--- src/hw/rtl/ip_address_text_parser_core_macros.svh ---
// Assertion macros for the IP address text parser core.
// Used by the top level only; expects clk and rst_n in scope.
`ifndef IP_ADDRESS_TEXT_PARSER_CORE_MACROS_SVH
`define IP_ADDRESS_TEXT_PARSER_CORE_MACROS_SVH

// Condition that must hold at every edge out of reset.
`define IPP_ASSERT_ALWAYS(name, cond, msg) \
    name: assert property (@(posedge clk) disable iff (!rst_n) (cond)) else $error(msg);

// Implication whose consequent is checked in the cycle after the antecedent.
`define IPP_ASSERT_NEXT(name, ante, cons, msg) \
    name: assert property (@(posedge clk) disable iff (!rst_n) (ante) |=> (cons)) \
        else $error(msg);

`endif

--- src/hw/rtl/ipp_pkg.sv ---
// Shared types and constants for the IP address text parser.
// No dependencies; imported by every module of the block.
package ipp_pkg;

    localparam int MAX_LEN   = 1023;
    localparam int CNT_W     = $clog2(MAX_LEN + 2);
    localparam int CONS_W    = 11;
    localparam int ADDR_W    = 64;
    localparam int TDATA_W   = 144;
    localparam int TUSER_W   = 2;
    localparam int V4_FIELDS = 4;
    localparam int V6_GROUPS = 8;

    typedef enum logic [1:0] {
        ST_RUN     = 2'd0,
        ST_FAIL    = 2'd1,
        ST_OK      = 2'd2,
        ST_OKCLOSE = 2'd3
    } status_t;

    typedef enum logic [1:0] {
        BR_FIRST  = 2'd0,
        BR_PLAIN  = 2'd1,
        BR_OPEN   = 2'd2,
        BR_REJECT = 2'd3
    } bracket_t;

    localparam logic [1:0] MODE_AUTO = 2'd0;
    localparam logic [1:0] MODE_V4   = 2'd1;
    localparam logic [1:0] MODE_V6   = 2'd2;

    localparam logic [1:0] CFG_ADDR_MODE = 2'd0;
    localparam logic [1:0] CFG_GROUP_SEP = 2'd1;
    localparam logic [1:0] CFG_BRACKET   = 2'd2;

    localparam logic [7:0] CH_DOT    = 8'h2E;
    localparam logic [7:0] CH_OPEN   = 8'h5B;
    localparam logic [7:0] CH_CLOSE  = 8'h5D;
    localparam logic [7:0] SEP_RESET = 8'h3A;

    typedef struct packed {
        logic       valid;
        logic [7:0] ch;
        logic       last;
    } item_t;

    typedef struct packed {
        logic step;
        logic feed;
    } step_t;

    typedef struct packed {
        status_t          status;
        logic [CNT_W-1:0] length;
        logic [31:0]      bits;
    } v4_res_t;

    typedef struct packed {
        status_t          status;
        logic [CNT_W-1:0] length;
        logic [127:0]     bits;
    } v6_res_t;

    function automatic logic status_ok(status_t s);
        return (s == ST_OK) || (s == ST_OKCLOSE);
    endfunction

endpackage

--- src/hw/rtl/ipp_in_stage.sv ---
// Input register of the parser: holds one character request.
// Depends on ipp_pkg.
module ipp_in_stage
    import ipp_pkg::*;
(
    input  logic       clk,
    input  logic       rst_n,
    input  logic       in_valid,
    output logic       in_ready,
    input  logic [7:0] in_ch,
    input  logic       in_last,
    input  logic       take,
    output item_t      item
);

    logic       valid_reg;
    logic [7:0] ch_reg;
    logic       last_reg;

    assign in_ready = !valid_reg || take;

    always_ff @(posedge clk or negedge rst_n)
    begin
        if (!rst_n)
        begin
            valid_reg <= 1'b0;
        end
        else if (in_ready)
        begin
            valid_reg <= in_valid;
        end
    end

    always_ff @(posedge clk)
    begin
        if (in_valid && in_ready)
        begin
            ch_reg   <= in_ch;
            last_reg <= in_last;
        end
    end

    assign item.valid = valid_reg;
    assign item.ch    = ch_reg;
    assign item.last  = last_reg;

endmodule

--- src/hw/rtl/ipp_v4.sv ---
// Dotted-quad IPv4 field parser: one character per step.
// Depends on ipp_pkg; result is the closed-out state for the final character.
module ipp_v4
    import ipp_pkg::*;
(
    input  logic    clk,
    input  logic    rst_n,
    input  step_t   ctl,
    input  item_t   item,
    output v4_res_t res
);

    logic [1:0]       idx_reg, idx_next;
    logic [8:0]       value_reg, value_next;
    status_t          status_reg, status_next;
    logic [CNT_W-1:0] length_reg, length_next;
    logic [31:0]      bits_reg, bits_next;
    logic             seen_reg, seen_next;
    logic             is_digit;
    logic [11:0]      acc;

    localparam logic [1:0] LAST_FIELD = 2'(V4_FIELDS - 1);

    always_comb
    begin
        idx_next    = idx_reg;
        value_next  = value_reg;
        status_next = status_reg;
        length_next = length_reg;
        bits_next   = bits_reg;
        seen_next   = seen_reg;
        is_digit    = (item.ch >= 8'h30) && (item.ch <= 8'h39);
        acc         = ({3'b000, value_reg} << 3) + ({3'b000, value_reg} << 1)
                      + {8'h00, item.ch[3:0]};

        if (ctl.feed && (status_reg == ST_RUN))
        begin
            if (is_digit)
            begin
                value_next  = (acc > 12'd256) ? 9'd256 : acc[8:0];
                seen_next   = 1'b1;
                length_next = length_reg + 1'b1;
                if (acc > 12'd255)
                begin
                    status_next = ST_FAIL;
                end
            end
            else if ((item.ch == CH_DOT) && seen_reg && (idx_reg != LAST_FIELD))
            begin
                bits_next   = {bits_reg[23:0], value_reg[7:0]};
                idx_next    = idx_reg + 1'b1;
                value_next  = '0;
                seen_next   = 1'b0;
                length_next = length_reg + 1'b1;
            end
            else if ((idx_reg == LAST_FIELD) && seen_reg)
            begin
                bits_next   = {bits_reg[23:0], value_reg[7:0]};
                status_next = (item.ch == CH_CLOSE) ? ST_OKCLOSE : ST_OK;
            end
            else
            begin
                status_next = ST_FAIL;
            end
        end

        // close out at end of string
        res.status = status_next;
        res.length = length_next;
        res.bits   = bits_next;
        if (status_next == ST_RUN)
        begin
            if ((idx_next == LAST_FIELD) && seen_next)
            begin
                res.bits   = {bits_next[23:0], value_next[7:0]};
                res.status = ST_OK;
            end
            else
            begin
                res.status = ST_FAIL;
            end
        end
    end

    always_ff @(posedge clk or negedge rst_n)
    begin
        if (!rst_n)
        begin
            idx_reg    <= '0;
            value_reg  <= '0;
            status_reg <= ST_RUN;
            length_reg <= '0;
            bits_reg   <= '0;
            seen_reg   <= 1'b0;
        end
        else if (ctl.step)
        begin
            if (item.last)
            begin
                idx_reg    <= '0;
                value_reg  <= '0;
                status_reg <= ST_RUN;
                length_reg <= '0;
                bits_reg   <= '0;
                seen_reg   <= 1'b0;
            end
            else
            begin
                idx_reg    <= idx_next;
                value_reg  <= value_next;
                status_reg <= status_next;
                length_reg <= length_next;
                bits_reg   <= bits_next;
                seen_reg   <= seen_next;
            end
        end
    end

endmodule

--- src/hw/rtl/ipp_v6.sv ---
// Full-form IPv6 group parser: eight hex groups, configurable separator.
// Depends on ipp_pkg; result is the closed-out state for the final character.
module ipp_v6
    import ipp_pkg::*;
(
    input  logic       clk,
    input  logic       rst_n,
    input  step_t      ctl,
    input  item_t      item,
    input  logic [7:0] group_separator,
    output v6_res_t    res
);

    logic [2:0]       idx_reg, idx_next;
    logic [16:0]      value_reg, value_next;
    status_t          status_reg, status_next;
    logic [CNT_W-1:0] length_reg, length_next;
    logic [127:0]     bits_reg, bits_next;
    logic             seen_reg, seen_next;
    logic             is_hex;
    logic [3:0]       hex;
    logic [20:0]      acc;

    localparam logic [2:0] LAST_GROUP = 3'(V6_GROUPS - 1);

    always_comb
    begin
        is_hex = 1'b1;
        hex    = item.ch[3:0];
        if ((item.ch >= 8'h30) && (item.ch <= 8'h39))
        begin
            hex = item.ch[3:0];
        end
        else if (((item.ch >= 8'h61) && (item.ch <= 8'h66))
              || ((item.ch >= 8'h41) && (item.ch <= 8'h46)))
        begin
            hex = item.ch[3:0] + 4'd9;
        end
        else
        begin
            is_hex = 1'b0;
        end
    end

    always_comb
    begin
        idx_next    = idx_reg;
        value_next  = value_reg;
        status_next = status_reg;
        length_next = length_reg;
        bits_next   = bits_reg;
        seen_next   = seen_reg;
        acc         = {value_reg, hex};

        if (ctl.feed && (status_reg == ST_RUN))
        begin
            if (is_hex)
            begin
                value_next  = (acc > 21'h10000) ? 17'h10000 : acc[16:0];
                seen_next   = 1'b1;
                length_next = length_reg + 1'b1;
                if (acc > 21'h0FFFF)
                begin
                    status_next = ST_FAIL;
                end
            end
            else if (!seen_reg)
            begin
                status_next = ST_FAIL;
            end
            else
            begin
                bits_next = {bits_reg[111:0], value_reg[15:0]};
                if (idx_reg == LAST_GROUP)
                begin
                    status_next = (item.ch == CH_CLOSE) ? ST_OKCLOSE : ST_OK;
                end
                else if (item.ch == group_separator)
                begin
                    idx_next    = idx_reg + 1'b1;
                    value_next  = '0;
                    seen_next   = 1'b0;
                    length_next = length_reg + 1'b1;
                end
                else
                begin
                    status_next = ST_FAIL;
                end
            end
        end

        res.status = status_next;
        res.length = length_next;
        res.bits   = bits_next;
        if (status_next == ST_RUN)
        begin
            if ((idx_next == LAST_GROUP) && seen_next)
            begin
                res.bits   = {bits_next[111:0], value_next[15:0]};
                res.status = ST_OK;
            end
            else
            begin
                res.status = ST_FAIL;
            end
        end
    end

    always_ff @(posedge clk or negedge rst_n)
    begin
        if (!rst_n)
        begin
            idx_reg    <= '0;
            value_reg  <= '0;
            status_reg <= ST_RUN;
            length_reg <= '0;
            bits_reg   <= '0;
            seen_reg   <= 1'b0;
        end
        else if (ctl.step)
        begin
            if (item.last)
            begin
                idx_reg    <= '0;
                value_reg  <= '0;
                status_reg <= ST_RUN;
                length_reg <= '0;
                bits_reg   <= '0;
                seen_reg   <= 1'b0;
            end
            else
            begin
                idx_reg    <= idx_next;
                value_reg  <= value_next;
                status_reg <= status_next;
                length_reg <= length_next;
                bits_reg   <= bits_next;
                seen_reg   <= seen_next;
            end
        end
    end

endmodule

--- src/hw/rtl/ipp_select.sv ---
// String framing (bracket check, length limit), result choice and output register.
// Depends on ipp_pkg; drives the step control of both parsers.
module ipp_select
    import ipp_pkg::*;
(
    input  logic               clk,
    input  logic               rst_n,
    input  item_t              item,
    input  logic [1:0]         addr_mode,
    input  logic               bracket_mode,
    input  v4_res_t            v4_res,
    input  v6_res_t            v6_res,
    output step_t              ctl,
    output logic               out_valid,
    input  logic               out_ready,
    output logic [TDATA_W-1:0] out_data,
    output logic [TUSER_W-1:0] out_user
);

    bracket_t         bracket_reg, bracket_next;
    logic [CNT_W-1:0] count_reg, count_next;
    logic             out_valid_reg;
    logic             ok_reg, ok_next;
    logic             kind_reg, kind_next;
    logic [CONS_W-1:0] cons_reg, cons_next;
    logic [ADDR_W-1:0] high_reg, high_next;
    logic [ADDR_W-1:0] low_reg, low_next;
    logic             advance;
    logic             feed;
    logic             ok4, ok6, pick6, ok;
    status_t          st;
    logic [CNT_W-1:0] len;

    assign advance = item.valid && (!item.last || !out_valid_reg || out_ready);

    always_comb
    begin
        bracket_next = bracket_reg;
        feed         = 1'b0;
        if (bracket_reg == BR_FIRST)
        begin
            if (bracket_mode)
            begin
                bracket_next = (item.ch == CH_OPEN) ? BR_OPEN : BR_REJECT;
            end
            else
            begin
                bracket_next = BR_PLAIN;
                feed         = 1'b1;
            end
        end
        else if (bracket_reg != BR_REJECT)
        begin
            feed = 1'b1;
        end
        count_next = (count_reg <= CNT_W'(MAX_LEN)) ? count_reg + 1'b1 : count_reg;
    end

    assign ctl.step = advance;
    assign ctl.feed = feed;

    always_comb
    begin
        ok4   = status_ok(v4_res.status);
        ok6   = status_ok(v6_res.status);
        ok    = 1'b0;
        pick6 = 1'b0;
        if ((bracket_next != BR_REJECT) && (count_next <= CNT_W'(MAX_LEN)))
        begin
            unique case (addr_mode)
                MODE_AUTO:
                begin
                    ok    = ok4 || ok6;
                    pick6 = !ok4;
                end
                MODE_V4:
                begin
                    ok    = ok4;
                    pick6 = 1'b0;
                end
                MODE_V6:
                begin
                    ok    = ok6;
                    pick6 = 1'b1;
                end
                default:
                begin
                    ok    = 1'b0;
                    pick6 = 1'b0;
                end
            endcase
        end
        st  = pick6 ? v6_res.status : v4_res.status;
        len = pick6 ? v6_res.length : v4_res.length;
        cons_next = CONS_W'(len);
        if (bracket_next == BR_OPEN)
        begin
            cons_next = CONS_W'(len) + CONS_W'(2);
            if (st != ST_OKCLOSE)
            begin
                ok = 1'b0;
            end
        end

        ok_next   = ok;
        kind_next = ok && pick6;
        high_next = '0;
        low_next  = '0;
        if (ok)
        begin
            if (pick6)
            begin
                high_next = v6_res.bits[127:64];
                low_next  = v6_res.bits[63:0];
            end
            else
            begin
                low_next = {32'h0, v4_res.bits};
            end
        end
        else
        begin
            cons_next = '0;
        end
    end

    always_ff @(posedge clk or negedge rst_n)
    begin
        if (!rst_n)
        begin
            bracket_reg   <= BR_FIRST;
            count_reg     <= '0;
            out_valid_reg <= 1'b0;
        end
        else
        begin
            if (advance)
            begin
                if (item.last)
                begin
                    bracket_reg <= BR_FIRST;
                    count_reg   <= '0;
                end
                else
                begin
                    bracket_reg <= bracket_next;
                    count_reg   <= count_next;
                end
            end
            if (advance && item.last)
            begin
                out_valid_reg <= 1'b1;
            end
            else if (out_ready)
            begin
                out_valid_reg <= 1'b0;
            end
        end
    end

    always_ff @(posedge clk)
    begin
        if (advance && item.last)
        begin
            ok_reg   <= ok_next;
            kind_reg <= kind_next;
            cons_reg <= cons_next;
            high_reg <= high_next;
            low_reg  <= low_next;
        end
    end

    assign out_valid = out_valid_reg;
    assign out_data  = {(TDATA_W - CONS_W - 2 * ADDR_W)'(0), low_reg, high_reg, cons_reg};
    assign out_user  = {kind_reg, ok_reg};

endmodule

--- src/hw/rtl/ip_address_text_parser_core.sv ---
// IP address text parser, top level: configuration registers, input register,
// IPv4 and IPv6 parsers, result register. Depends on ipp_pkg and the macros header.
//
// Takes one character request per clock with no gaps needed between strings. A
// character passes an input register, then both parsers update their state and,
// on the final character, the chosen result is loaded into the result register:
// the result becomes valid when the result register loads, after the input register.
// Only the final character of a string waits on the result register; if a previous
// result is still untaken, input stalls until it is. Strings longer than MAX_LEN fail.
`include "ip_address_text_parser_core_macros.svh"

module ip_address_text_parser_core
    import ipp_pkg::*;
(
    input  logic               clk,
    input  logic               rst_n,
    // configuration write
    input  logic               cfg_valid,
    output logic               cfg_ready,
    input  logic [1:0]         cfg_index,
    input  logic [7:0]         cfg_data,
    // character stream
    input  logic               s_axis_tvalid,
    output logic               s_axis_tready,
    input  logic [7:0]         s_axis_tdata,   // ch
    input  logic               s_axis_tlast,
    // result stream
    output logic               m_axis_tvalid,
    input  logic               m_axis_tready,
    output logic [TDATA_W-1:0] m_axis_tdata,   // consumed[10:0], addr_high, addr_low, pad
    output logic [TUSER_W-1:0] m_axis_tuser    // ok, kind
);

    logic [1:0] addr_mode_reg;
    logic [7:0] group_sep_reg;
    logic       bracket_mode_reg;
    item_t      item;
    step_t      ctl;
    v4_res_t    v4_res;
    v6_res_t    v6_res;

    assign cfg_ready = 1'b1;

    always_ff @(posedge clk or negedge rst_n)
    begin
        if (!rst_n)
        begin
            addr_mode_reg    <= MODE_AUTO;
            group_sep_reg    <= SEP_RESET;
            bracket_mode_reg <= 1'b0;
        end
        else if (cfg_valid)
        begin
            unique case (cfg_index)
                CFG_ADDR_MODE: addr_mode_reg    <= cfg_data[1:0];
                CFG_GROUP_SEP: group_sep_reg    <= cfg_data;
                CFG_BRACKET:   bracket_mode_reg <= cfg_data[0];
                default:       ;
            endcase
        end
    end

    ipp_in_stage u_in_stage (
        .clk      (clk),
        .rst_n    (rst_n),
        .in_valid (s_axis_tvalid),
        .in_ready (s_axis_tready),
        .in_ch    (s_axis_tdata),
        .in_last  (s_axis_tlast),
        .take     (ctl.step),
        .item     (item)
    );

    ipp_v4 u_v4 (
        .clk   (clk),
        .rst_n (rst_n),
        .ctl   (ctl),
        .item  (item),
        .res   (v4_res)
    );

    ipp_v6 u_v6 (
        .clk             (clk),
        .rst_n           (rst_n),
        .ctl             (ctl),
        .item            (item),
        .group_separator (group_sep_reg),
        .res             (v6_res)
    );

    ipp_select u_select (
        .clk          (clk),
        .rst_n        (rst_n),
        .item         (item),
        .addr_mode    (addr_mode_reg),
        .bracket_mode (bracket_mode_reg),
        .v4_res       (v4_res),
        .v6_res       (v6_res),
        .ctl          (ctl),
        .out_valid    (m_axis_tvalid),
        .out_ready    (m_axis_tready),
        .out_data     (m_axis_tdata),
        .out_user     (m_axis_tuser)
    );

    `IPP_ASSERT_ALWAYS(a_fail_zero, !(m_axis_tvalid && !m_axis_tuser[0]) || ((m_axis_tdata == '0) && !m_axis_tuser[1]), "failed result carries data")
    `IPP_ASSERT_ALWAYS(a_v4_upper_zero, !(m_axis_tvalid && m_axis_tuser[0] && !m_axis_tuser[1]) || ((m_axis_tdata[138:107] == '0) && (m_axis_tdata[74:11] == '0)), "IPv4 result has upper bits set")
    `IPP_ASSERT_NEXT(a_last_gives_result, ctl.step && item.last, m_axis_tvalid, "final character request gave no result")

endmodule

--- config.mk ---
export PLATFORM = sky130hd
export DESIGN_NAME = ip_address_text_parser_core
export DESIGN_NICKNAME = d
export VERILOG_FILES = /design/src/hw/rtl/ipp_pkg.sv /design/src/hw/rtl/ipp_in_stage.sv /design/src/hw/rtl/ipp_v4.sv /design/src/hw/rtl/ipp_v6.sv /design/src/hw/rtl/ipp_select.sv /design/src/hw/rtl/ip_address_text_parser_core.sv
export VERILOG_INCLUDE_DIRS = /design/src /design/src/hw/rtl
export SDC_FILE = /design/constraint.sdc
export NUM_CORES = 1
export LEC_CHECK = 0
export BUFFER_PORTS_ARGS = -buffer_cell sky130_fd_sc_hd__buf_2
export CAP_MARGIN = 20
export CORE_MARGIN = 2
export CORE_UTILIZATION = 45
export DETAILED_ROUTE_END_ITERATION = 12
export PLACE_DENSITY = 0.65
export SLEW_MARGIN = 20
export SYNTH_ARGS = -nofsm -noshare
export SYNTH_HDL_FRONTEND = slang
export SYNTH_HIERARCHICAL = 1
export SYNTH_SLANG_ARGS = --single-unit
--- constraint.sdc ---
create_clock -name clk -period 5.8 [get_ports clk]
set_input_delay 0 -clock clk [delete_from_list [all_inputs] [get_ports clk]]
set_output_delay 0 -clock clk [all_outputs]
set_load 0.01 [all_outputs]
======== Yosys cells after proc, flatten, opt, wreduce, memory -nomap -nowiden ========
Index checks and enable logic that the tools add are counted.
word-level totals
  bits in registers ....................... 395
  bits in latches ......................... 0
  bits in writable memories ............... 0
  ROM bits ................................ 0
  bits of input ports ..................... 24
  output and inout port bits .............. 149
  word-level logic and storage cells ...... 215
  memories kept ........................... 0
operators by class
  $add $sub $neg .......................... 9
  multipliers ............................. 0
  divide/modulo/power cells ............... 0
  magnitude comparators ................... 12
  eq/ne operators ......................... 22
  shifts and indexed selects .............. 0
  mux-type cells .......................... 98
  bitwise gates (word level) .............. 0
  reduce and logical (&&, ||, !) cells .... 45
operators by type and width
  cell                                                                                 number
  128-bit two-way mux                                                                  6
  32-bit two-way mux                                                                   8
  11-bit two-way mux                                                                   14
  17-bit two-way mux                                                                   7
  2-bit two-way mux                                                                    25
  9-bit two-way mux                                                                    5
  11-bit by 1-bit adder with 11-bit output (second input constant)                     3
  1-bit two-way mux                                                                    23
  11-bit by 10-bit less-or-equal comparator with 1-bit output (second input constant)  2
  21-bit by 16-bit > comparator with 1-bit output (second input constant)              1
  21-bit by 17-bit > comparator with 1-bit output (second input constant)              1
  2-bit equality test (second input constant)                                          9
  3-bit two-way mux                                                                    6
  8-bit by 7-bit equality test with 1-bit output (second input constant)               2
  8-bit by 7-bit >= comparator with 1-bit output (second input constant)               2
  8-bit by 7-bit less-or-equal comparator with 1-bit output (second input constant)    2
  1-bit logical AND                                                                    15
  2-bit zero test                                                                      7
  12-bit by 10-bit adder with 12-bit output                                            1
  12-bit by 4-bit adder with 12-bit output                                             1
  12-bit by 8-bit > comparator with 1-bit output (second input constant)               1
  12-bit by 9-bit > comparator with 1-bit output (second input constant)               1
  11-bit by 2-bit adder with 11-bit output (second input constant)                     1
  3-bit nonzero test                                                                   3
  other kinds (20)                                                                     40

======== Logic depth before layout (Yosys ltp) ========
Gate-level depths: netlist of run 1.
  depth in word-level cells ............... 20
  depth in mapped cells ................... 17
  mapped depth without buffers ............ 15

======== Cells and area by module ========
Netlist of run 1, hierarchy kept.
by module, submodules not included
  module                       instances  cells each  area an instance (µm²)  seq. area each (µm²)
  ipp_v6                       1          684         8,306.7                 4,053.9
  ipp_select                   1          543         6,895.4                 4,584.4
  ipp_v4                       1          370         3,819.9                 1,426.4
  ip_address_text_parser_core  1          27          485.5                   280.3
  ipp_in_stage                 1          15          339.1                   295.3

======== Least setup slack after synthesis of run 1 ========
OpenSTA, ideal clock, no wires.
  kind .................................... register to register
  start ................................... reg u_in_stage.ch_reg[3]
  end ..................................... reg u_select.cons_reg[3], data pin
  library setup time ...................... 158 ps
  arrival time ............................ 3,557 ps
  data required time ...................... 5,642 ps
  setup slack ............................. 2,085 ps
  cell stages (with the launch flop) ...... 15
  buffers on the path ..................... 1
  clock period less this slack ............ 3,715 ps
  path through ............................ edfxtp_1 -> inv_1 -> fa_1 -> fa_1 -> nand2b_1 -> a2111o_1 -> o211ai_1 -> o21a_1 -> o21ai_0 -> nor2b_1 -> nor2_1 -> o211a_1 -> buf_4 -> mux2_4 -> a211oi_2
RTL lines
  element                   RTL line            text
  start: declaration        ipp_in_stage.sv:17  logic [7:0] ch_reg;
  start signal: assignment  ipp_in_stage.sv:38  ch_reg <= in_ch;
  end signal: assignment    ipp_select.sv:167   cons_reg <= cons_next;
  end: declaration          ipp_select.sv:25    logic [CONS_W-1:0] cons_reg, cons_next;

==> results of run 1 <==
-- kinds of logic after synthesis --
family | count (synthesis)
multiplexers | 170
flip-flops | 395
adder cells (fa/ha/maj) | 28
AO/OA/AOI/OAI | 424
XOR/XNOR | 46
AND/OR/NAND/NOR | 415
buffers and inverters | 159
other | 2
-- Yosys cell counts, drive strengths merged (6+ instances only) --
master   count  area [µm²]
a211oi      11         103
mux2       151        1730
mux2i       19         194
o21a         7        52.6
dfrtp      241        6030
o211ai       7        62.6
nand2      108         405
o21ai       39         214
and3       113         707
nor3        24         125
a221o       23         230
nor4        12        90.1
nand3       20         105
buf         57         413
nor2b       11        76.3
inv         34         128
xnor2       27         236
nor3b        6        60.1
ha          26         325
a21oi       67         339
xor2        19         166
a22o       186        1630
clkbuf      68         256
a31oi       13         103
nand2b      11        76.3
nand4       17         106
o31ai        9        72.6
o2bb2ai     17         149
nand3b       7        65.1
nor2        58         218
and2         8        55.1
edfxtp     150        4500
-- timing repair --
| action | in CTS | in global routing |
|---|---|---|
| hold endpoints to repair | 107 | 0 |
| hold buffers | 33 | 0 |
| resized for setup | 0 | 0 |
-- worst reg2reg max path, cell delays in order (launching register included) --
cell	delay (ps)
edfxtp_1	670
inv_1	150
fa_1	560
fa_1	470
nand2b_1	210
a211oi_1	310
o31a_1	220
o211ai_2	140
o21a_1	190
o21ai_0	260
nor2b_1	210
nor2_1	120
o211a_4	170
o21ai_4	390
buf_4	440
a21oi_1	120
-- cell type report --
type	count	area [µm²]
inverter	34	133
fill	3732	20400
tap	585	732
sequential	395	10600
clock buffer	53	1160
clock inverter	27	393
multi-input combinational	1089	8460
timing repair buffer	220	1390
-- cell usage in the layout, fill, tap and decap left out, types with 11 or more instances in the layout --
master / instances
buf_2: 165
edfxtp_1: 150
xor2_1: 19
nor4_1: 11
a21oi_1: 66
nor3_1: 23
xnor2_1: 27
inv_1: 30
dfrtp_1: 241
buf_4: 16
nand4_1: 17
o21ai_0: 30
o2bb2ai_1: 17
clkbuf_16: 44
a22o_1: 186
and3_1: 113
mux2_2: 29
mux2i_1: 18
dlygate4sd3_1: 33
nand3_1: 19
a221o_1: 23
ha_1: 26
nor2_1: 57
mux2_1: 113
a31oi_1: 11
nand2_1: 108
-- power by group through the flow --
stage | Combinational, mW | Sequential [mW] | Clock, mW
after detailed placement | 0.784 | 3.17 | 0
final | 0.816 | 3.11 | 3.01
after global placement | 0.774 | 3.16 | 0
after CTS | 0.814 | 3.11 | 3.08
after floorplan | 0.532 | 3.16 | 0
after global routing | 0.891 | 3.12 | 3.18
-- final timing paths --
kind / start / end / slack [ps] / cells past startpoint
min in group clk: s_axis_tdata[6] / u_in_stage/ch_reg[6] / 140 / 2
worst max-delay path: u_in_stage/ch_reg[3] / u_select/low_reg[29] / 910 / 15
worst min register to register: u_v6/bits_reg[113] / u_v6/bits_reg[113] / 490 / 1
worst max register to register: u_in_stage/ch_reg[3] / u_select/low_reg[29] / 910 / 15
max in group asynchronous: rst_n / u_v6/status_reg[0] / 4420 / 3
worst min-delay path: rst_n / u_v4/value_reg[7] / -30 / 2
-- layer usage --
metal	wire [µm]	vias up
met3	2610	81
met2	23400	424
li1	-	6543
met1	23400	6968
met4	1240	0
met5	0	-
-- metrics by stage --
step                      utilization  power, mW  cells  worst slack, ps  hold WS, ps
after floorplan                     -       3.69   1643             2090         -296
after global placement          0.486       3.94   2290             1140         25.3
after detailed placement        0.486       3.95   2290             1010         24.6
after CTS                       0.529       7.00   2403              966         5.46
after global routing            0.530       7.20   2403              589         28.4
final                           0.530       6.94   2403              913        -28.1
==> out/qor.yml, run 1 <==
status: "complete, but fails checks"
violations: "hold timing"
fp.dieW_um: 214
crit_arrival_ps: 5190
crit_fanout: 33
net-switching-power_mw: 1.84
worst_pin_slew_ps: 1010
setup_viol: 0
cts-htree-levels: 2
p_sw_frac: 0.265
slowest_delay_ps: 670
wl_mm: 50.6
clk_pin_slew_ps: 60
wl_per_cell_um: 21.1
cts_setup_buffers: 0
num_vias: 14000
hp-class: "primary input to async pin"
use_met3: 0.0366
cap_violations: 0
synth_mux_area_frac: 0.0972
final_area_um2: 22900
peakVddDrop_v: 0.000236
dpl-instance-area_um2: 21000
period_needed_ps: 4890
synthAdderAreaFrac: 0.0184
coreArea_um2: 43300
synth-compound-area-share: 0.171
synth_cell_types: 100
grt.total_usage: 0.217
clkPwrFrac: 0.434
rows: 76
antenna_found_initial: 0
tritoncts: "done"
powerDensity_nw_per_um2: 303
grt_use_met2: 0.339
drt-pass1-iter-count: 5
antenna_cells: 0
start_util: 0.459
synth_top_family_by_area: "compound AO/OA/AOI/OAI gates"
start_kind: "flip-flop"
ys.flop_type: "dfrtp_1"
dp.final_hpwl_mm: 32.6
yosys_register_bits: 395
leakagePower_nw: 10.3
ys_seq_area_frac: 0.536
drt-initial-drc-count: 1169
areaGrowthSynthToFinish_pct: 15.5
critPathTopFamily: "compound AO/OA/AOI/OAI gates"
clock_sinks: 395
syn_inst: 1639
syn_area_um2: 19800
boundaryPins: 173
crit_chain: "inv_1 -> fa_1 -> fa_1 -> nand2b_1 -> a211oi_1 -> o31a_1 -> o211ai_2 -> o21a_1 -> o21ai_0 -> nor2b_1 -> nor2_1 -> o211a_4 -> o21ai_4 -> buf_4 -> a21oi_1"
ctsLongestPathBuffers: 3
finalCritPeriodShare: 0.843
synthArstFlopShare: 0.620
final_nets: 1835
routed_via_density: 5.83
largest_reg_flops: 128
hold_slack_ps: -28.1
cpMaxStageDelayCell: "edfxtp_1"
portBuffers: 166
grt_pass1_wl_mm: 80.0
critPathRequiredTime_ps: 6100
slew_violations: 0
worstSetupPathType: "flip-flop to flip-flop"
syn_area_per_cell_um2: 12.1
fin_worst_skew_ps: 26.8
drive_above_1_share: 0.191
pwr-share-comb: 0.118
yosys_warnings: 6
grt_pass1_vias: 13600
max-slew-margin-rel: 0.327
cp-end-kind: "flip-flop"
dieArea_um2: 45800
cp_num_buf_inv: 2
rsz0062_at_grt: "no"
crit_top_cell: "fa_1"
p_int_mw: 5.10
yosys.area_share.simple: 0.116
seq_power_share: 0.448
overflow: 0
clock_latency_ps: 590
root_buffer: "clkbuf_16"
gp_congestion: 0.875
fmax_mhz: 205
grt_max_degree: 171
tns_ps: 0
chipHeight_um: 214
antenna_left: 0
synth_xor_area_frac: 0.0203
grt-busiest-layer: "met2"
hold_viol: 10
met1_usage: 0.314
numCtsBuffers: 43
drc: 0
synth-edff-count: 150
Note: power is estimated with default switching activity, not from simulation.
==> run 2, diff against run 1 <==
==> constraint.sdc (replaced) <==
create_clock -name clk -period 4.85 [get_ports clk]
set_input_delay 0 -clock clk [delete_from_list [all_inputs] [get_ports clk]]
set_output_delay 0 -clock clk [all_outputs]
set_load 0.01 [all_outputs]
==> run 2 against run 1 <==
Net effect:
- the run now ends clean
- utilization rose by 0.28 points
- count of clock-buffer cells in the layout did not move
- die area did not move
- critical path depth did not move
==> out/qor.yml, run 2 (synthesis gave the netlist of run 1 again) <==
r2r_setup_slack_ps: 500  # -410 ps
post_cts_resized: 0  # unchanged
cts-htree-levels: 2  # unchanged
coreArea_um2: 43300  # unchanged
antenna_cells: 0  # unchanged
dp.final_hpwl_mm: 33.0  # +1.5%
ff2ff_path_depth: 15  # unchanged
hp-class: "primary input to flip-flop"
antenna_left: 0  # unchanged
clock_sinks: 395  # unchanged
period_needed_ps: 4350  # -536 ps
boundaryPins: 173  # unchanged
status: "completed"
hold_path_depth: 2
drive_above_1_share: 0.197  # +0.00553
p_int_mw: 5.97  # +17%
final_cell_mix: "241 x dfrtp_1, 186 x a22o_1, 165 x buf_2"
slew_violations: 0  # unchanged
finalCritPeriodShare: 0.897  # +0.0545
start_kind: "flip-flop"
hold_viol: 0  # -10
crit_arrival_ps: 4680  # -510 ps
worstSetupPathType: "flip-flop to flip-flop"
areaGrowthSynthToFinish_pct: 16.1
overflow: 0  # unchanged
grt_max_degree: 137  # -20%
powerDensity_nw_per_um2: 355  # +17%
fin_ws_ps: 499  # -414 ps
critPathRequiredTime_ps: 5180  # -920 ps
largest_reg_flops: 128  # unchanged
rsz0062_at_grt: "no"
hold_start: "s_axis_tdata[5]"
fin_worst_skew_ps: 26.8  # +0.0409 ps
rows: 76  # unchanged
seq_power_share: 0.453  # +0.005
fmax_mhz: 230  # +12%
leakagePower_nw: 10.4  # +0.73%
r2r-end: "u_select/cons_reg[3]"
final_area_um2: 23000  # +0.53%
min_to: "u_in_stage/ch_reg[5]"
cap_violations: 0  # unchanged
power_mw: 8.18  # +18%
grt_pass1_vias: 13800  # +1.5%
antenna_found_initial: 0  # unchanged
dpl-instance-area_um2: 21200  # +0.79%
grt.total_usage: 0.220  # +0.00222
max-slew-margin-rel: 0.432  # +0.105
cp-end-kind: "flip-flop"
net-switching-power_mw: 2.21  # +20%
worst_pin_slew_ps: 849  # -161 ps
routed_via_density: 5.87  # +0.71%
p_sw_frac: 0.271  # +0.00565
numCtsBuffers: 44  # +2.3%
clock_latency_ps: 590  # about the same
crit_chain: "inv_1 -> fa_1 -> fa_1 -> nand2b_1 -> a211oi_1 -> o31a_1 -> o211ai_2 -> o21a_1 -> o21ai_0 -> nor2b_1 -> nor2_1 -> o211ai_2 -> buf_4 -> mux2i_1 -> a211oi_2"
crit_fanout: 34  # +3.0%
n_fill_cell: 3730  # -0.054%
start_util: 0.459  # unchanged
drc: 0  # unchanged
pre_cts_ws_ps: 539  # -475 ps
root_buffer: "clkbuf_16"
final_nets: 1849  # +0.76%
tritoncts: "done"
slowest_delay_ps: 520  # -150 ps
ctsLongestPathBuffers: 3  # unchanged
final_cell_count_no_fill: 2418  # +0.62%
drt-pass1-iter-count: 5  # unchanged
peakVddDrop_v: 0.000232  # -1.9%
pwr-share-comb: 0.126  # +0.008
dp_cells: 2302  # +0.52%
portBuffers: 166  # unchanged
fp.dieW_um: 214  # unchanged
drt-initial-drc-count: 1265  # +8.2%
dieArea_um2: 45800  # unchanged
wl_per_cell_um: 21.1  # +0.16%
clkPwrFrac: 0.421  # -0.013
grt_pass1_wl_mm: 80.7  # +0.89%
wl_mm: 51.0  # +0.79%
final_common_cell: "dfrtp_1"
cpMaxStageDelayCell: "fa_1"
tns_ps: 0  # unchanged
gp_congestion: 0.917  # +4.8%
chipHeight_um: 214  # unchanged
setup_viol: 0  # unchanged
num_vias: 14200  # +1.3%
clk_pin_slew_ps: 60  # about the same
r2r_start: "u_v4/value_reg[0]"
## run 2: cell count changes in the layout (fill, tap and decap cells not counted), moves of 2 or more
cell / delta
clkinv_2: +3
clkinv_1: +3
clkbuf_1: -2
buf_12: +6
bufinv_16: -4
buf_4: +6
## run 2: what timing repair did
action / 4_1_cts / 5_1_grt
hold buffers: 32 / 1
buffers inserted: 0 / 0
hold endpoints to repair: 163 / 36
## run 2: layer usage
metal	global-route usage	part of all wire
met5	0	0
met4	0.0562	0.018
met3	0.0411	0.057
met2	0.346	0.47
met1	0.313	0.46
## run 2: power by group through the flow
| stage | Sequential [mW] | Clock [mW] | Combinational, mW |
|---|---|---|---|
| final | 3.71 | 3.44 | 1.03 |
| after global routing | 3.72 | 3.66 | 1.12 |
| after CTS | 3.71 | 3.52 | 1.03 |
| after detailed placement | 3.77 | 0 | 0.992 |
| after global placement | 3.77 | 0 | 0.972 |
| after floorplan | 3.77 | 0 | 0.636 |
## run 2: per-stage QoR
stage / hold WS, ps / utilization
after floorplan: -296 / -
after global placement: 178 / 0.490
after detailed placement: 178 / 0.490
after CTS: 99.4 / 0.532
after global routing: 121 / 0.532
final: 140 / 0.532
## run 2: critical path: cells and delay by family, from the launching register on
kind                     cells  cell delay [ps]
AO/OA/AOI/OAI                7             1370
adder cells (fa/ha/maj)      2              980
buffers and inverters        2              540
flip-flops                   1              400
multiplexers                 1              260
AND/OR/NAND/NOR              3              520
## run 2: layout make-up
class	count	area [µm²]	share of cell area
Timing Repair Buffer	233	1580	0.0688
Clock buffer	53	1200	0.0519
Clock inverter	29	300	0.0130
Sequential cell	395	10600	0.462
Tap cell	585	732	0.0318
Multi-Input combinational cell	1089	8450	0.367
Inverter	34	133	0.00576
## run 2: worst max-delay path by stage
| stage | startpoint | endpoint | depth (start not counted) |
|---|---|---|---|
| after floorplan | u_in_stage/ch_reg[3] | u_select/cons_reg[3] | 14 |
| after global placement | u_v4/value_reg[0] | u_select/cons_reg[3] | 15 |
| after detailed placement | u_v4/value_reg[0] | u_select/cons_reg[3] | 15 |
| final | u_v4/value_reg[0] | u_select/cons_reg[3] | 15 |
| after global routing | u_v4/value_reg[0] | u_select/cons_reg[1] | 15 |
| after CTS | u_v4/value_reg[0] | u_select/cons_reg[3] | 15 |
==> run 3, diff against run 2 <==
--- a/config.mk
+++ b/config.mk
@@ -8,10 +8,10 @@
 export LEC_CHECK = 0
 export BUFFER_PORTS_ARGS = -buffer_cell sky130_fd_sc_hd__buf_2
 export CAP_MARGIN = 20
-export CORE_MARGIN = 2
-export CORE_UTILIZATION = 45
+export CORE_MARGIN = 5
+export CORE_UTILIZATION = 60
 export DETAILED_ROUTE_END_ITERATION = 12
-export PLACE_DENSITY = 0.65
+export PLACE_DENSITY = 0.82
 export SLEW_MARGIN = 20
 export SYNTH_ARGS = -nofsm -noshare
 export SYNTH_HDL_FRONTEND = slang
==> run 3 against run 2 <==
Net effect:
- final cell count shrank 6.0%
- combinational power is essentially flat
- global-route usage grew 4.6 points
- register-to-register slack lost 180 ps
- worst setup slack lost 180 ps
- final area shrank 1.5%
- non-clock buffer count is the same
- clock power shrank 5%
==> out/qor.yml, run 3 (synthesis gave the netlist of run 1 again) <==
crit_arrival_ps: 4900  # +220 ps
chipHeight_um: 192  # -10%
grt_pass1_vias: 14300  # +3.3%
clock_sinks: 395  # unchanged
max-slew-margin-rel: 0.374  # -0.0578
powerDensity_nw_per_um2: 352  # -0.92%
wl_per_cell_um: 21.6  # +2.2%
cts-htree-levels: 2  # unchanged
cap_violations: 0  # unchanged
setup_viol: 0  # unchanged
cp-end-kind: "flip-flop"
hold_viol: 0  # unchanged
dr_wl_met3_mm: 3.63  # +24%
grt_pass1_wl_mm: 78.9  # -2.2%
worstSetupPathType: "flip-flop to flip-flop"
net-switching-power_mw: 2.10  # -5.2%
portBuffers: 166  # unchanged
n_fill_cell: 2286  # -39%
dr.max_layer_used: "met4"
slew_violations: 0  # unchanged
fp.dieW_um: 192  # -10%
largest_reg_flops: 128  # unchanged
areaGrowthSynthToFinish_pct: 14.3
fin_ws_ps: 319  # -180 ps
leakagePower_nw: 10.3  # -0.70%
numCtsBuffers: 42  # -4.5%
post_cts_resized: 0  # unchanged
tns_ps: 0  # unchanged
fin_worst_skew_ps: 13.5  # -13.3 ps
peakVddDrop_v: 0.000283  # +22%
rows: 66  # -13%
rsz0062_at_grt: "no"
pwr-share-comb: 0.127  # about the same
final_common_cell: "dfrtp_1"
critPathRequiredTime_ps: 5210  # +30 ps
root_buffer: "clkbuf_16"
met1Wirelength_mm: 20.3  # -13%
period_needed_ps: 4530  # +180 ps
drt-pass1-iter-count: 5  # unchanged
p_int_mw: 5.89  # -1.3%
grt_max_degree: 97  # -29%
overflow: 0  # unchanged
cts_setup_buffers: 0  # unchanged
r2r_start: "u_v4/value_reg[0]"
coreArea_um2: 32600  # -25%
boundaryPins: 173  # unchanged
antenna_left: 0  # unchanged
dieArea_um2: 36800  # -20%
cts-hold-fix-buffers: 32  # unchanged
finalCritPeriodShare: 0.934  # +0.0371
start_util: 0.608  # +0.150
final_cell_mix: "241 x dfrtp_1, 186 x a22o_1, 165 x buf_2"
num_vias: 14500  # +2.0%
drc: 0  # unchanged
routed_via_density: 6.37  # +8.5%
ff2ff_path_depth: 14  # -1
r2r_setup_slack_ps: 320  # -180 ps
drive_above_1_share: 0.194  # -0.00340
clock_latency_ps: 540  # -50 ps
pre_cts_ws_ps: 435  # -104 ps
final_nets: 1847  # -0.11%
wl_met2_mm: 23.3  # -2.0%
crit_fanout: 32  # -5.9%
multiInputGateArea_um2: 8450  # unchanged
tritoncts: "done"
wl_mm: 49.0  # -4.0%
hp-class: "primary input to async pin"
fmax_mhz: 221  # -4.0%
dp.final_hpwl_mm: 32.1  # -2.9%
clkPwrFrac: 0.409  # -0.012
clk_pin_slew_ps: 60  # about the same
drt-initial-drc-count: 1646  # +30%
worst_pin_slew_ps: 939  # +89.9 ps
gp_congestion: 0.902  # -1.6%
ctsLongestPathBuffers: 3  # unchanged
seq_power_share: 0.464  # +0.011
regArea_um2: 10600  # unchanged
r2r-end: "u_select/low_reg[24]"
p_sw_frac: 0.263  # -0.00783
status: "completed"
grt.total_usage: 0.266  # +0.0462
start_kind: "flip-flop"
antenna_found_initial: 1  # +1
## run 3: cell count changes in the layout (fill, tap and decap cells not counted), moves of 2 or more
cell / before / now
buf_12: 11 / 6
clkinv_2: 8 / 5
inv_16: 2 / 0
buf_4: 22 / 29
clkbuf_1: 4 / 13
clkinv_1: 10 / 5
clkinv_8: 0 / 2
clkbuf_16: 45 / 43
## run 3: how the worst max path moves through the flow
stage	from	slack [ps]	endpoint	cells after the start
after floorplan	u_in_stage/ch_reg[3]	1140	u_select/cons_reg[3]	14
after global placement	u_v4/value_reg[0]	550	u_select/low_reg[3]	14
after detailed placement	u_v4/value_reg[0]	430	u_select/low_reg[17]	14
after CTS	u_v4/value_reg[0]	380	u_select/low_reg[24]	15
after global routing	u_v4/value_reg[0]	3	u_select/low_reg[27]	15
final	u_v4/value_reg[0]	320	u_select/low_reg[24]	14
## run 3: stage by stage
stage          power, mW  instances  cell area [µm²]  utilization  hold WS [ps]
2_1_floorplan       4.41       1643            19900            -          -296
3_3_place_gp        4.71       2161            21000        0.642          77.5
3_5_place_dp        4.73       2161            21000        0.642          68.6
4_1_cts             8.02       2271            22700        0.696           123
5_1_grt             8.28       2272            22700        0.696           146
6_report            7.99       2272            22700        0.696          41.8
## run 3: worst max-delay path, cell delays in order (launching register included)
cell      delay [ps]
dfrtp_1          400
inv_1             90
fa_1             510
fa_1             480
nand2b_1         210
a2111o_1         420
o211ai_1         220
o21a_1           200
o21ai_0          130
nor2b_1          190
nor2_1           270
o211a_1          510
buf_4            430
nand2_1          100
a21oi_1          180
## run 3: routing by layer
metal  vias up  GRT usage
li1       6574          -
met1      7183      0.376
met2       618      0.426
met3       107     0.0369
met4         0     0.0931
met5         -          0
## run 3: power groups by stage
stage / Clock (mW) / Sequential, mW / Combinational, mW
final: 3.27 / 3.70 / 1.01
after global routing: 3.46 / 3.71 / 1.10
after CTS: 3.31 / 3.70 / 1.01
after detailed placement: 0 / 3.76 / 0.969
after global placement: 0 / 3.76 / 0.947
after floorplan: 0 / 3.77 / 0.636
## run 3: layout make-up
| cell class | count | share of cell area |
|---|---|---|
| well taps | 442 | 0.0244 |
| inverters | 34 | 0.00584 |
| repair buffers | 233 | 0.0661 |
| clock inverters | 18 | 0.0103 |
| flip-flops and latches | 395 | 0.469 |
| multi-input cells | 1089 | 0.372 |
| diodes | 1 | 0.000110 |
| clock buffers | 60 | 0.0520 |
